File: src/hw/rtl/jqc_pkg.sv
package jqc_pkg;

	localparam int DEPTH      = 16;
	localparam int TAG_BITS   = 32;
	localparam int IDX_BITS   = $clog2(DEPTH);
	localparam int CNT_BITS   = IDX_BITS + 1;
	localparam int IN_TAG_BITS = 32;
	localparam int PAGE_BITS  = 8;
	localparam int OCC_BITS   = 4;
	localparam int ENT_BITS   = TAG_BITS + PAGE_BITS;
	localparam logic [PAGE_BITS-1:0] MAX_PAGES_RST = 8'd50;

	typedef logic [IDX_BITS-1:0]  idx_t;
	typedef logic [TAG_BITS-1:0]  tag_t;
	typedef logic [PAGE_BITS-1:0] pages_t;

	typedef enum logic [1:0] {
		CMD_ENQ    = 2'd0,
		CMD_DEQ    = 2'd1,
		CMD_CANCEL = 2'd2,
		CMD_CLEAR  = 2'd3
	} cmd_t;

	typedef enum logic [2:0] {
		ST_OK       = 3'd0,
		ST_FULL     = 3'd1,
		ST_PAGES    = 3'd2,
		ST_EMPTY    = 3'd3,
		ST_NOTFOUND = 3'd4
	} status_t;

	// controller to datapath
	typedef struct packed {
		logic    rdy;
		logic    enq;
		logic    clr;
		logic    rd_head;
		logic    pop;
		logic    step;
		logic    mv;
		logic    drop;
		logic    res_en;
		logic    res_data;
		status_t res_st;
		logic    emit;
	} ctl_t;

	// datapath to controller
	typedef struct packed {
		logic in_valid;
		cmd_t op;
		logic empty;
		logic full;
		logic over;
		logic hit;
		logic last;
		logic out_free;
	} sts_t;

	function automatic idx_t ring_next(idx_t i);
		return (i == IDX_BITS'(DEPTH - 1)) ? '0 : i + IDX_BITS'(1);
	endfunction

	function automatic idx_t ring_prev(idx_t i);
		return (i == '0) ? IDX_BITS'(DEPTH - 1) : i - IDX_BITS'(1);
	endfunction

	function automatic logic [OCC_BITS-1:0] held(idx_t h, idx_t t);
		logic [CNT_BITS-1:0] d;
		if (t >= h)
			d = {1'b0, t} - {1'b0, h};
		else
			d = {1'b0, t} + CNT_BITS'(DEPTH) - {1'b0, h};
		return OCC_BITS'(d);
	endfunction

	function automatic tag_t tag_in(logic [IN_TAG_BITS-1:0] t);
		logic [63:0] w;
		w = 64'(t);
		return w[TAG_BITS-1:0];
	endfunction

	function automatic logic [IN_TAG_BITS-1:0] tag_out(tag_t g);
		logic [63:0] w;
		w = 64'(g);
		return w[IN_TAG_BITS-1:0];
	endfunction

endpackage

File: src/hw/rtl/jqc_job_if.sv
interface jqc_job_if import jqc_pkg::*; ();
	logic                   valid;
	logic                   ready;
	cmd_t                   cmd;
	logic [IN_TAG_BITS-1:0] job_tag;
	pages_t                 page_count;

	modport source (output valid, cmd, job_tag, page_count, input ready);
	modport sink   (input valid, cmd, job_tag, page_count, output ready);
endinterface

File: src/hw/rtl/jqc_res_if.sv
interface jqc_res_if import jqc_pkg::*; ();
	logic                   valid;
	logic                   ready;
	status_t                status;
	logic [IN_TAG_BITS-1:0] out_tag;
	pages_t                 out_pages;
	logic [OCC_BITS-1:0]    occupancy;

	modport source (output valid, status, out_tag, out_pages, occupancy, input ready);
	modport sink   (input valid, status, out_tag, out_pages, occupancy, output ready);
endinterface

File: src/hw/rtl/jqc_ram.sv
module jqc_ram #(
	parameter int WIDTH = 8,
	parameter int DEPTH = 16
) (
	input  logic                     clk,
	input  logic                     we,
	input  logic [$clog2(DEPTH)-1:0] waddr,
	input  logic [WIDTH-1:0]         wdata,
	input  logic [$clog2(DEPTH)-1:0] raddr,
	output logic [WIDTH-1:0]         rdata
);

	logic [WIDTH-1:0] mem [DEPTH];

	always_ff @(posedge clk) begin
		if (we)
			mem[waddr] <= wdata;
		rdata <= mem[raddr];
	end

endmodule

File: src/hw/rtl/jqc_ctrl.sv
module jqc_ctrl import jqc_pkg::*; (
	input  logic clk,
	input  logic arst_n,
	input  sts_t sts,
	output ctl_t ctl
);

	typedef enum logic [2:0] {
		S_IDLE,
		S_EXEC,
		S_DEQ,
		S_SCAN,
		S_SHIFT,
		S_FINISH
	} state_t;

	state_t state_q, state_d;

	always_comb begin
		ctl     = '0;
		ctl.res_st = ST_OK;
		state_d = state_q;
		unique case (state_q)
			S_IDLE: begin
				ctl.rdy = 1'b1;
				if (sts.in_valid)
					state_d = S_EXEC;
			end
			S_EXEC: begin
				state_d = S_FINISH;
				unique case (sts.op)
					CMD_ENQ: begin
						ctl.res_en = 1'b1;
						if (sts.full)
							ctl.res_st = ST_FULL;
						else if (sts.over)
							ctl.res_st = ST_PAGES;
						else
							ctl.enq = 1'b1;
					end
					CMD_DEQ, CMD_CANCEL: begin
						if (sts.empty) begin
							ctl.res_en = 1'b1;
							ctl.res_st = ST_EMPTY;
						end else begin
							ctl.rd_head = 1'b1;
							state_d = (sts.op == CMD_DEQ) ? S_DEQ : S_SCAN;
						end
					end
					CMD_CLEAR: begin
						ctl.res_en = 1'b1;
						ctl.clr    = 1'b1;
					end
					default: ;
				endcase
			end
			S_DEQ: begin
				ctl.res_en   = 1'b1;
				ctl.res_data = 1'b1;
				ctl.pop      = 1'b1;
				state_d      = S_FINISH;
			end
			S_SCAN: begin
				if (sts.hit) begin
					ctl.res_en   = 1'b1;
					ctl.res_data = 1'b1;
					if (sts.last) begin
						ctl.drop = 1'b1;
						state_d  = S_FINISH;
					end else begin
						ctl.step = 1'b1;
						state_d  = S_SHIFT;
					end
				end else if (sts.last) begin
					ctl.res_en = 1'b1;
					ctl.res_st = ST_NOTFOUND;
					state_d    = S_FINISH;
				end else begin
					ctl.step = 1'b1;
				end
			end
			S_SHIFT: begin
				ctl.mv = 1'b1;
				if (sts.last) begin
					ctl.drop = 1'b1;
					state_d  = S_FINISH;
				end else begin
					ctl.step = 1'b1;
				end
			end
			S_FINISH: begin
				if (sts.out_free) begin
					ctl.emit = 1'b1;
					state_d  = S_IDLE;
				end
			end
			default: state_d = S_IDLE;
		endcase
	end

	always_ff @(posedge clk or negedge arst_n) begin
		if (!arst_n)
			state_q <= S_IDLE;
		else
			state_q <= state_d;
	end

endmodule

File: src/hw/rtl/jqc_datapath.sv
module jqc_datapath import jqc_pkg::*; (
	input  logic           clk,
	input  logic           arst_n,
	input  logic           cfg_we,
	input  pages_t         cfg_wdata,
	jqc_job_if.sink        job,
	jqc_res_if.source      res,
	input  ctl_t           ctl,
	output sts_t           sts
);

	idx_t    head_q, tail_q, cmp_q;
	pages_t  max_pages_q;
	logic    out_valid_q;
	cmd_t    op_q;
	tag_t    tag_q;
	pages_t  pages_q;
	status_t res_st_q;
	tag_t    res_tag_q;
	pages_t  res_pages_q;
	status_t out_st_q;
	tag_t    out_tag_q;
	pages_t  out_pages_q;
	logic [OCC_BITS-1:0] out_occ_q;

	logic                we;
	idx_t                waddr, raddr;
	logic [ENT_BITS-1:0] wdata, rdata;
	tag_t                rd_tag;
	pages_t              rd_pages;

	assign rd_tag   = rdata[ENT_BITS-1:PAGE_BITS];
	assign rd_pages = rdata[PAGE_BITS-1:0];

	// one write port: new entry at the tail, or a shifted entry one slot back
	assign we    = ctl.enq | ctl.mv;
	assign waddr = ctl.mv ? ring_prev(cmp_q) : tail_q;
	assign wdata = ctl.mv ? rdata : {tag_q, pages_q};
	assign raddr = ctl.rd_head ? head_q : ring_next(cmp_q);

	jqc_ram #(
		.WIDTH(ENT_BITS),
		.DEPTH(DEPTH)
	) u_store (
		.clk  (clk),
		.we   (we),
		.waddr(waddr),
		.wdata(wdata),
		.raddr(raddr),
		.rdata(rdata)
	);

	always_ff @(posedge clk or negedge arst_n) begin
		if (!arst_n) begin
			head_q      <= '0;
			tail_q      <= '0;
			max_pages_q <= MAX_PAGES_RST;
			out_valid_q <= 1'b0;
		end else begin
			if (cfg_we)
				max_pages_q <= cfg_wdata;
			if (ctl.clr) begin
				head_q <= '0;
				tail_q <= '0;
			end else begin
				if (ctl.enq)
					tail_q <= ring_next(tail_q);
				else if (ctl.drop)
					tail_q <= ring_prev(tail_q);
				if (ctl.pop)
					head_q <= ring_next(head_q);
			end
			if (ctl.emit)
				out_valid_q <= 1'b1;
			else if (res.ready)
				out_valid_q <= 1'b0;
		end
	end

	always_ff @(posedge clk) begin
		if (job.valid && ctl.rdy) begin
			op_q    <= job.cmd;
			tag_q   <= tag_in(job.job_tag);
			pages_q <= job.page_count;
		end
		if (ctl.rd_head)
			cmp_q <= head_q;
		else if (ctl.step)
			cmp_q <= ring_next(cmp_q);
		if (ctl.res_en) begin
			res_st_q    <= ctl.res_st;
			res_tag_q   <= ctl.res_data ? rd_tag : '0;
			res_pages_q <= ctl.res_data ? rd_pages : '0;
		end
		if (ctl.emit) begin
			out_st_q    <= res_st_q;
			out_tag_q   <= res_tag_q;
			out_pages_q <= res_pages_q;
			out_occ_q   <= held(head_q, tail_q);
		end
	end

	assign job.ready     = ctl.rdy;
	assign res.valid     = out_valid_q;
	assign res.status    = out_st_q;
	assign res.out_tag   = tag_out(out_tag_q);
	assign res.out_pages = out_pages_q;
	assign res.occupancy = out_occ_q;

	assign sts.in_valid = job.valid;
	assign sts.op       = op_q;
	assign sts.empty    = (head_q == tail_q);
	assign sts.full     = (ring_next(tail_q) == head_q);
	assign sts.over     = (pages_q > max_pages_q);
	assign sts.hit      = (rd_tag == tag_q);
	assign sts.last     = (ring_next(cmp_q) == tail_q);
	assign sts.out_free = !out_valid_q || res.ready;

`ifndef SYNTHESIS
	a_enq_room: assert property (@(posedge clk) disable iff (!arst_n)
		ctl.enq |-> (!sts.full && !sts.over))
		else $error("enqueue written into a full queue or with too many pages");
	a_emit_free: assert property (@(posedge clk) disable iff (!arst_n)
		ctl.emit |-> sts.out_free)
		else $error("result loaded over an untaken result");
	a_mv_ring: assert property (@(posedge clk) disable iff (!arst_n)
		ctl.mv |-> (!sts.empty && (cmp_q != tail_q)))
		else $error("shift outside the held entries");
	a_drop_held: assert property (@(posedge clk) disable iff (!arst_n)
		ctl.drop |-> !sts.empty)
		else $error("tail stepped back on an empty queue");
`endif

endmodule

File: src/hw/rtl/job_queue_with_cancel.sv
// command flow: the exec state decodes, then the finish state loads the output register;
// dequeue reads the head first, cancel scans each held job once and shifts those after a hit
// one command in flight; the next is taken once its result sits in the output register,
// and a result waits in the finish state until the previous one has left that register
// reset: pointers to zero, max_pages to 50, output empty; store contents left as they are
module job_queue_with_cancel import jqc_pkg::*; (
	input  logic      clk,
	input  logic      arst_n,
	input  logic      cfg_we,
	input  pages_t    cfg_wdata,
	jqc_job_if.sink   job,
	jqc_res_if.source res
);

	// command and status bundles between the sequencer and the datapath
	ctl_t ctl;
	sts_t sts;

	// sequencer: decode, head read, cancel scan, shift pass, result hand-off
	jqc_ctrl u_ctrl (
		.clk   (clk),
		.arst_n(arst_n),
		.sts   (sts),
		.ctl   (ctl)
	);

	// datapath: ring pointers, entry store, compare, result and output registers
	jqc_datapath u_dp (
		.clk      (clk),
		.arst_n   (arst_n),
		.cfg_we   (cfg_we),
		.cfg_wdata(cfg_wdata),
		.job      (job),
		.res      (res),
		.ctl      (ctl),
		.sts      (sts)
	);

endmodule
File: src/flat_wrapper.sv
// flat-port wrapper written by rule: the top's interface ports become plain ports
module job_queue_with_cancel_flat import jqc_pkg::*;
  (clk, arst_n, cfg_we, cfg_wdata, job_valid, job_cmd, job_job_tag, job_page_count, job_ready, res_valid, res_status, res_out_tag, res_out_pages, res_occupancy, res_ready);
  jqc_job_if job_i ();
  jqc_res_if res_i ();
  input  logic clk;
  input  logic arst_n;
  input  logic cfg_we;
  input  pages_t cfg_wdata;
  input wire logic [$bits(job_i.valid)-1:0] job_valid;
  input wire logic [$bits(job_i.cmd)-1:0] job_cmd;
  input wire logic [$bits(job_i.job_tag)-1:0] job_job_tag;
  input wire logic [$bits(job_i.page_count)-1:0] job_page_count;
  output wire logic [$bits(job_i.ready)-1:0] job_ready;
  output wire logic [$bits(res_i.valid)-1:0] res_valid;
  output wire logic [$bits(res_i.status)-1:0] res_status;
  output wire logic [$bits(res_i.out_tag)-1:0] res_out_tag;
  output wire logic [$bits(res_i.out_pages)-1:0] res_out_pages;
  output wire logic [$bits(res_i.occupancy)-1:0] res_occupancy;
  input wire logic [$bits(res_i.ready)-1:0] res_ready;
  assign job_i.valid = job_valid;
  assign job_i.cmd = job_cmd;
  assign job_i.job_tag = job_job_tag;
  assign job_i.page_count = job_page_count;
  assign job_ready = job_i.ready;
  assign res_valid = res_i.valid;
  assign res_status = res_i.status;
  assign res_out_tag = res_i.out_tag;
  assign res_out_pages = res_i.out_pages;
  assign res_occupancy = res_i.occupancy;
  assign res_i.ready = res_ready;
  job_queue_with_cancel u_core (.clk(clk), .arst_n(arst_n), .cfg_we(cfg_we), .cfg_wdata(cfg_wdata), .job(job_i), .res(res_i));
endmodule
File: config.mk
export PLATFORM = sky130hd
export DESIGN_NAME = job_queue_with_cancel_flat
export DESIGN_NICKNAME = d
export VERILOG_FILES = /design/src/hw/rtl/jqc_pkg.sv /design/src/hw/rtl/jqc_job_if.sv /design/src/hw/rtl/jqc_res_if.sv /design/src/hw/rtl/jqc_ram.sv /design/src/hw/rtl/jqc_ctrl.sv /design/src/hw/rtl/jqc_datapath.sv /design/src/hw/rtl/job_queue_with_cancel.sv /design/src/flat_wrapper.sv
export SDC_FILE = /design/constraint.sdc
export NUM_CORES = 1
export LEC_CHECK = 0
export ABC_AREA = 1
export BUFFER_PORTS_ARGS = -buffer_cell sky130_fd_sc_hd__buf_4
export CORE_MARGIN = 5
export CORE_UTILIZATION = 61
export DETAILED_ROUTE_END_ITERATION = 8
export MAX_ROUTING_LAYER = met4
export PLACE_DENSITY = 0.78
export SLEW_MARGIN = 0
export SYNTH_ARGS = -nofsm -noshare
export SYNTH_HDL_FRONTEND = slang
export SYNTH_HIERARCHICAL = 1
export SYNTH_SLANG_ARGS = --single-unit
File: constraint.sdc
create_clock -name clk -period 11.45 [get_ports clk]
set_clock_uncertainty 0.2 [all_clocks]
set_input_delay 0.5725 -clock clk [delete_from_list [all_inputs] [get_ports clk]]
set_output_delay 0.5725 -clock clk [all_outputs]
set_load 0.02 [all_outputs]
==> impl_metrics.csv, run 1 <==
group,metric,value,unit
cells_and_area,diodes,0,
pwr,powerDensity,294.7,nW/um^2
cells_and_area,drive_gt1_share,8.963,%
pwr,vdd_ir_drop_max,320.9,uV
global_route,grt_pass1_vias,23600,
cts,cts_root_buffer,"clkbuf_16",
sta,tns,0,ns
cells_and_area,nets,3635,
die,die_h,251.9,um
drt,num_vias,24360,
sta,post-route-min-period,4.748,ns
place,io_buffers,103,
pwr,p_sw,4833,uW
cells_and_area,regArea,24610,um^2
synthesis,ys.warnings.count,6,
critical_path,critPathKind,"flip-flop to flip-flop",
synthesis,synthArstFlopShare,2.392,%
place,placed_cell_area,37200,um^2
place,dp.cells,4190,
drt,drcViolationCount,0,
pwr,pwr-share-seq,36.8,%
place,dp_hpwl,43.65,mm
die,start_util,61.74,%
place,finalWeightedCongestion,0.8748,
cts,path_clk_slew,0.06,ns
pwr,sw_frac_of_total,40.66,%
synthesis,syn_avg_cell_area,10.47,um^2
drt,wl,86.97,mm
sta,fin_crit_sh,41.47,%
cts,htree_levels,3,
drt,via_per_inst,5.548,
pwr,comb_power_share,41.1,%
synthesis,syn-num-nets,3485,
drt,wl_met1,32.68,mm
pwr,p_int,7054,uW
drt,first_pass_iters,6,
synthesis,syn-cell-area,35690,um^2
cells_and_area,fillerInstances,3868,
critical_path,cp-end-kind,"flip-flop",
sta,fmax,0.2106,GHz
cts,clock_sinks,836,
pwr,leakage,0.01753,uW
sta,rsz0062_at_grt,"false",
synthesis,yosys-top-cells-count,"nand2_1 (1103), edfxtp_1 (776), inv_1 (623)",
critical_path,crit_required,11.79,ns
die,num_rows,88,
global_route,grtUsageTotal,27.66,%
synthesis,synth_edf_count,776,
cts,clk_latency,0.62,ns
die,ios,104,
synthesis,synth-seq-cells,836,
cts,cts_tree,"done",
synthesis,seq_area_frac_synth,68.94,%
cells_and_area,stdcell_area,40340,um^2
synthesis,synth_top_area_share,65.29,%
critical_path,crit_arrival,5.09,ns
critical_path,crit_fanout,99,
global_route,grt_start_max_net_pins,183,
drt,drt-initial-drc-count,2985,
sta,hold_viol_final,0,
sta,finalSetupViolCount,0,
global_route,grt_pass1_wl,131.8,mm
worst_hold_path,hp-class,"input pin to flip-flop",
synthesis,synth_top_cell_by_area,"edfxtp_1",
die,die_w,251.9,um
cells_and_area,areaGrowthSynthToFinish,13.02,%
job,drv_cap,0,
drt,routed-wl-met3,8.913,mm
synthesis,synth_most_common_cell,"nand2_1",
die,core-area,57810,um^2
synthesis,synth.area.top_cells,"edfxtp_1 (65%), nand2_1 (12%), nand3_1 (7.0%)",
sta,slew_viol_final,0,
global_route,gr-total-overflow,0,
sta,relSlewSlack,17.21,%
synthesis,ys_types,40,
drt,wl_met2,42.30,mm
drt,final_antenna_net_count,0,
drt,wl_per_cell,19.81,um
cts,clock_path_buffers,3,
pwr,p_clk_share,22.2,%
run_status,status,"completed",
drt,highest_layer,"met4",
synthesis,syn_inst,3409,
cts,cts-buffers-inserted,81,
sta,tightest_slew,1.242,ns
critical_path,worstSetupStartpointType,"flip-flop",
global_route,antenna_found_initial,0,
synthesis,synth_flop_cell,"edfxtp_1",
cells_and_area,finalNonFillerCells,4391,
pwr,finalPower,11890,uW
die,dieArea,63450,um^2
cells_and_area,multi_input_area,7994,um^2
==> layout by cell type (no fill, tap or decap), types with 3 or more instances in the layout <==
master and instances:
clkinv_1 6, nand2_1 1103, nor3_1 5, o22ai_1 4, clkbuf_8 8, nor2_4 17
inv_2 9, dlygate4sd3_1 51, clkbuf_16 84, clkinv_2 10, nand3_1 500, dfstp_2 3
o21ai_0 44, dfxtp_1 40, xnor2_1 5, o21ai_1 4, inv_1 620, bufinv_16 6
nand3_2 3, ha_1 20, nand4_1 3, buf_4 165, o211ai_1 3, dfrtp_1 17
clkbuf_1 33, xor2_1 9, edfxtp_1 776, nor2_1 40, a21oi_1 9, o21ai_4 5
==> kinds of logic (layout without fill, tap and decap cells) <==
logic type	after synthesis	count (layout)	share of synthesized area [%]
buffers and inverters	782	999	9.185
DFF	836	836	68.94
AOI/OAI and AO/OA	74	74	1.104
xor gates and xnor gates	15	15	0.3891
muxes	1	1	0.03155
adders and majority gates	21	21	0.7572
and+or+nand+nor	1680	1680	19.59
==> flip-flops by register name, indices dropped and copies added, names as in the netlist, 8 cells and up <==
register	count
u_core/u_dp/res.out_pages	8
u_core/u_dp/u_store/rdata	40
u_core/u_dp/pages_q	8
u_core/u_dp/u_store/mem	640
u_core/u_dp/res_tag_q	32
u_core/u_dp/res_pages_q	8
u_core/u_dp/tag_q	32
u_core/u_dp/max_pages_q	8
u_core/u_dp/res.out_tag	32
==> critical path: stages (launching register included) <==
cell and delay (ns):
dfrtp_1 0.45, inv_1 0.15, ha_1 0.32, nand2_1 0.09, nor3_1 0.06, inv_1 0.08, nand2_1 0.10, nor2_1 0.54
inv_1 0.28, nand2_1 0.18, o21ai_4 0.21, inv_6 0.75, buf_4 0.73, nand3_1 0.17, nand3_1 0.11, nand3_1 0.11
nand2_1 0.12
==> path summary, 6_finish.rpt <==
| kind | slack [ns] | start | end | depth (start not counted) |
|---|---|---|---|---|
| setup / recovery | 6.70 | u_core/u_dp/head_q[1] | u_core/u_dp/u_store/rdata[6] | 16 |
| min in group asynchronous | 0.20 | arst_n | u_core/u_dp/head_q[0] | 2 |
| max in group asynchronous | 10.54 | arst_n | u_core/u_dp/max_pages_q[4] | 2 |
| hold / removal | 0.05 | res_ready | u_core/u_dp/res.valid | 4 |
| setup reg to reg | 6.70 | u_core/u_dp/head_q[1] | u_core/u_dp/u_store/rdata[6] | 16 |
| hold reg to reg | 0.21 | u_core/u_dp/res_pages_q[6] | u_core/u_dp/res.out_pages[6] | 0 |
==> layer usage <==
metal,track usage [%],vias up
li1,-,11250
met1,36.35,11520
met2,44.60,1378
met3,4.329,212
met4,9.895,0
met5,-,-
==> power groups by stage <==
stage	clock network, uW	logic [uW]	registers, uW
after floorplan	0	3450	4420
after global placement	0	4620	4410
after detailed placement	0	4740	4430
after CTS	2650	4800	4370
after global routing	2800	5350	4400
final	2630	4880	4370
==> what timing repair did <==
action / 4_1_cts / 5_1_grt
buffers inserted: 0 / 0
setup endpoints to repair: 0 / 0
hold buffers: 51 / 0
resized for setup: 0 / 0
hold endpoints to repair: 70 / 0
==> through the flow <==
step	worst slack [ns]	util [%]	hold slack, ns
2_1_floorplan	5.449	-	0.07691
3_3_place_gp	7.069	64.36	0.2012
3_5_place_dp	6.796	64.36	0.2045
4_1_cts	6.798	69.78	0.008685
5_1_grt	6.379	69.78	0.03349
6_report	6.702	69.78	0.04831
==> layout make-up <==
class	count	area share, %
Clock inverter	25	0.7134
Inverter	632	5.915
Timing Repair Buffer	217	4.386
Multi-Input combinational cell	1791	19.82
Tap cell	765	2.373
Sequential cell	836	61.00
Clock buffer	125	5.791
No activity file was read; power rests on OpenSTA's default activity.
==> inputs of run 2 (changes only) <==
Settings changed: ABC_AREA 1 to 0, CORE_UTILIZATION 61 to 56, PLACE_DENSITY 0.78 to 0.76.
Clock period 11.45 ns to 4.2 ns, I/O delays scaled along.
==> impl_metrics.csv, run 2 <==
group,metric,value,unit
die,die_h,249.8,um
cells_and_area,drive_gt1_share,25.69,%
pwr,sw_frac_of_total,33.90,%
synthesis,synth_edf_count,776,
sta,tightest_slew,0.8246,ns
cells_and_area,largest_register_ffs,640,
sta,fmax,0.2506,GHz
pwr,vdd_ir_drop_max,543.1,uV
synthesis,syn_avg_cell_area,20.85,um^2
run_status,status,"completed",
cts,clock_path_buffers,3,
cells_and_area,regMostFlops,"u_core/u_dp/u_store/mem",
cells_and_area,areaGrowthSynthToFinish,18.02,%
cells_and_area,mostFrequentLayoutCell,"edfxtp_1",
pwr,p_int,21120,uW
cts,path_clk_slew,0.06,ns
synthesis,ys.warnings.count,6,
cts,cts_root_buffer,"clkbuf_16",
die,ios,104,
sta,relSlewSlack,44.52,%
sta,slew_viol_final,0,
critical_path,cp-end-kind,"flip-flop",
cells_and_area,regArea,24610,um^2
worst_hold_path,hp-class,"input pin to flip-flop",
global_route,antenna_found_initial,1,
place,io_buffers,103,
pwr,comb_power_share,37.6,%
sta,hold_viol_final,0,
global_route,grtUsageTotal,23.63,%
cts,post-cts-setup-buffers,0,
pwr,powerDensity,841.1,nW/um^2
sta,finalSetupViolCount,0,
pwr,p_clk_share,23.0,%
cts,clock_sinks,836,
sta,tns,0,ns
drt,first_pass_iters,5,
job,drv_cap,0,
die,num_rows,87,
synthesis,synth_flop_cell,"edfxtp_1",
synthesis,synth_top_cell_by_area,"edfxtp_1",
cells_and_area,final_cell_mix,"edfxtp_1 (776), buf_4 (152), mux4_2 (100)",
pwr,leakage,0.01290,uW
drt,drt-initial-drc-count,1821,
pwr,p_sw,10830,uW
synthesis,synth_most_common_cell,"edfxtp_1",
place,finalWeightedCongestion,0.7856,
cells_and_area,fillerInstances,3496,
drt,via_per_inst,6.140,
cts,htree_levels,3,
synthesis,synth.area.top_cells,"edfxtp_1 (72%), mux4_2 (7.0%), mux4_1 (4.9%)",
pwr,pwr-share-seq,39.4,%
drt,wl,72.00,mm
synthesis,syn-num-nets,1620,
die,dieArea,62380,um^2
synthesis,syn_inst,1544,
drt,final_antenna_net_count,0,
die,die_w,249.8,um
synthesis,syn-cell-area,32190,um^2
drt,wl_per_cell,27.34,um
synthesis,synthArstFlopShare,2.392,%
critical_path,r2r_slack,0.21,ns
cts,cts-buffers-inserted,84,
synthesis,synth_top_area_share,72.38,%
global_route,grt_pass1_vias,16600,
global_route,gr-total-overflow,0,
synthesis,seq_area_frac_synth,76.44,%
cts,clk_latency,0.63,ns
cells_and_area,multi_input_area,7242,um^2
synthesis,yosys-top-cells-count,"edfxtp_1 (776), mux4_2 (100), a22oi_1 (81)",
die,core-area,56710,um^2
drt,drcViolationCount,0,
cells_and_area,top_regs,"u_core/u_dp/u_store/mem x640, u_core/u_dp/u_store/rdata x40",
drt,num_vias,16170,
sta,post-route-min-period,3.990,ns
critical_path,critPathKind,"flip-flop to flip-flop",
sta,fin_crit_sh,95.01,%
synthesis,ys_types,57,
critical_path,crit_fanout,55,
cts,cts_tree,"done",
critical_path,crit_required,4.50,ns
die,start_util,56.77,%
pwr,finalPower,31960,uW
place,dp_hpwl,40.34,mm
global_route,grt_pass1_wl,106.8,mm
critical_path,worstSetupStartpointType,"flip-flop",
global_route,grt_start_max_net_pins,56,
synthesis,synth-seq-cells,836,
critical_path,crit_arrival,4.29,ns
cells_and_area,nets,1881,
==> run 2: power groups by stage <==
| stage | Clock [uW] | Sequential (uW) | Combinational (uW) |
|---|---|---|---|
| 2_1_floorplan | 0 | 12700 | 7770 |
| 3_3_place_gp | 0 | 12700 | 11400 |
| 3_5_place_dp | 0 | 12700 | 11700 |
| 4_1_cts | 7460 | 12600 | 12000 |
| 5_1_grt | 7880 | 12700 | 12800 |
| 6_report | 7360 | 12600 | 12000 |
==> run 2: critical path, stage by stage (launching register included) <==
cell	delay, ns
dfrtp_1	0.49
inv_1	0.19
ha_1	0.33
nand3_1	0.08
nor2_1	0.05
nand2b_1	0.22
nor2_2	0.47
buf_4	0.23
mux2_8	0.54
buf_12	0.29
mux4_2	0.35
a22oi_1	0.27
nand2_1	0.10
==> run 2: path summary, 6_finish.rpt <==
path / endpoint / start / cells past startpoint
setup reg to reg: u_core/u_dp/u_store/rdata[11] / u_core/u_dp/tail_q[0] / 12
max in group asynchronous: u_core/u_dp/head_q[3] / arst_n / 4
hold / removal: u_core/u_dp/tag_q[25] / job_job_tag[25] / 2
setup / recovery: u_core/u_dp/u_store/rdata[11] / u_core/u_dp/tail_q[0] / 12
hold reg to reg: u_core/u_dp/res.out_tag[0] / u_core/u_dp/res_tag_q[0] / 0
min in group asynchronous: u_core/u_dp/max_pages_q[1] / arst_n / 3
==> run 2: per-stage QoR <==
| stage | utilization (%) | hold WS [ns] | instances | setup slack (ns) | instance area (um^2) |
|---|---|---|---|---|---|
| global placement | 60.84 | -0.09111 | 2404 | 0.3837 | 34510 |
| CTS | 66.92 | 0.06073 | 2631 | 0.1973 | 37960 |
| global route | 66.99 | 0.07374 | 2633 | -0.004740 | 37990 |
| floorplan | - | -0.2856 | 1544 | -0.3382 | 32250 |
| finish | 67.00 | 0.1001 | 2634 | 0.2096 | 38000 |
| detailed placement | 60.84 | -0.08708 | 2404 | 0.2609 | 34510 |
==> run 2: repair_timing <==
item,CTS,global route
gates resized for setup,0,4
hold endpoints to repair,73,0
hold buffers,70,0
setup endpoints to repair,0,8
==> run 2: layer usage <==
| metal | part of all wire, % | GRT usage (%) | vias to the layer above |
|---|---|---|---|
| li1 | - | - | 6873 |
| met1 | 40 | 31.68 | 8429 |
| met2 | 50 | 37.48 | 752 |
| met3 | 8.6 | 5.716 | 119 |
| met4 | 2.2 | 5.817 | 0 |
| met5 | 0 | - | - |
==> run 2: area by class of cell <==
class / instances / area share, %
multi-input cells: 608 / 19.06
inverters: 28 / 0.2766
clock inverters: 42 / 0.9879
clock buffers: 115 / 6.244
flip-flops and latches: 836 / 64.76
diodes: 2 / 0.01317
well taps: 756 / 2.490
repair buffers: 247 / 6.165
==> run 2: cell families after synthesis <==
group,share of synthesized area [%]
multiplexers,13.52
buffers and inverters,1.866
flip-flops,76.44
AND/OR/NAND/NOR,3.078
adder cells (fa/ha/maj),0.8395
AO/OA/AOI/OAI,2.985
XOR/XNOR,1.279
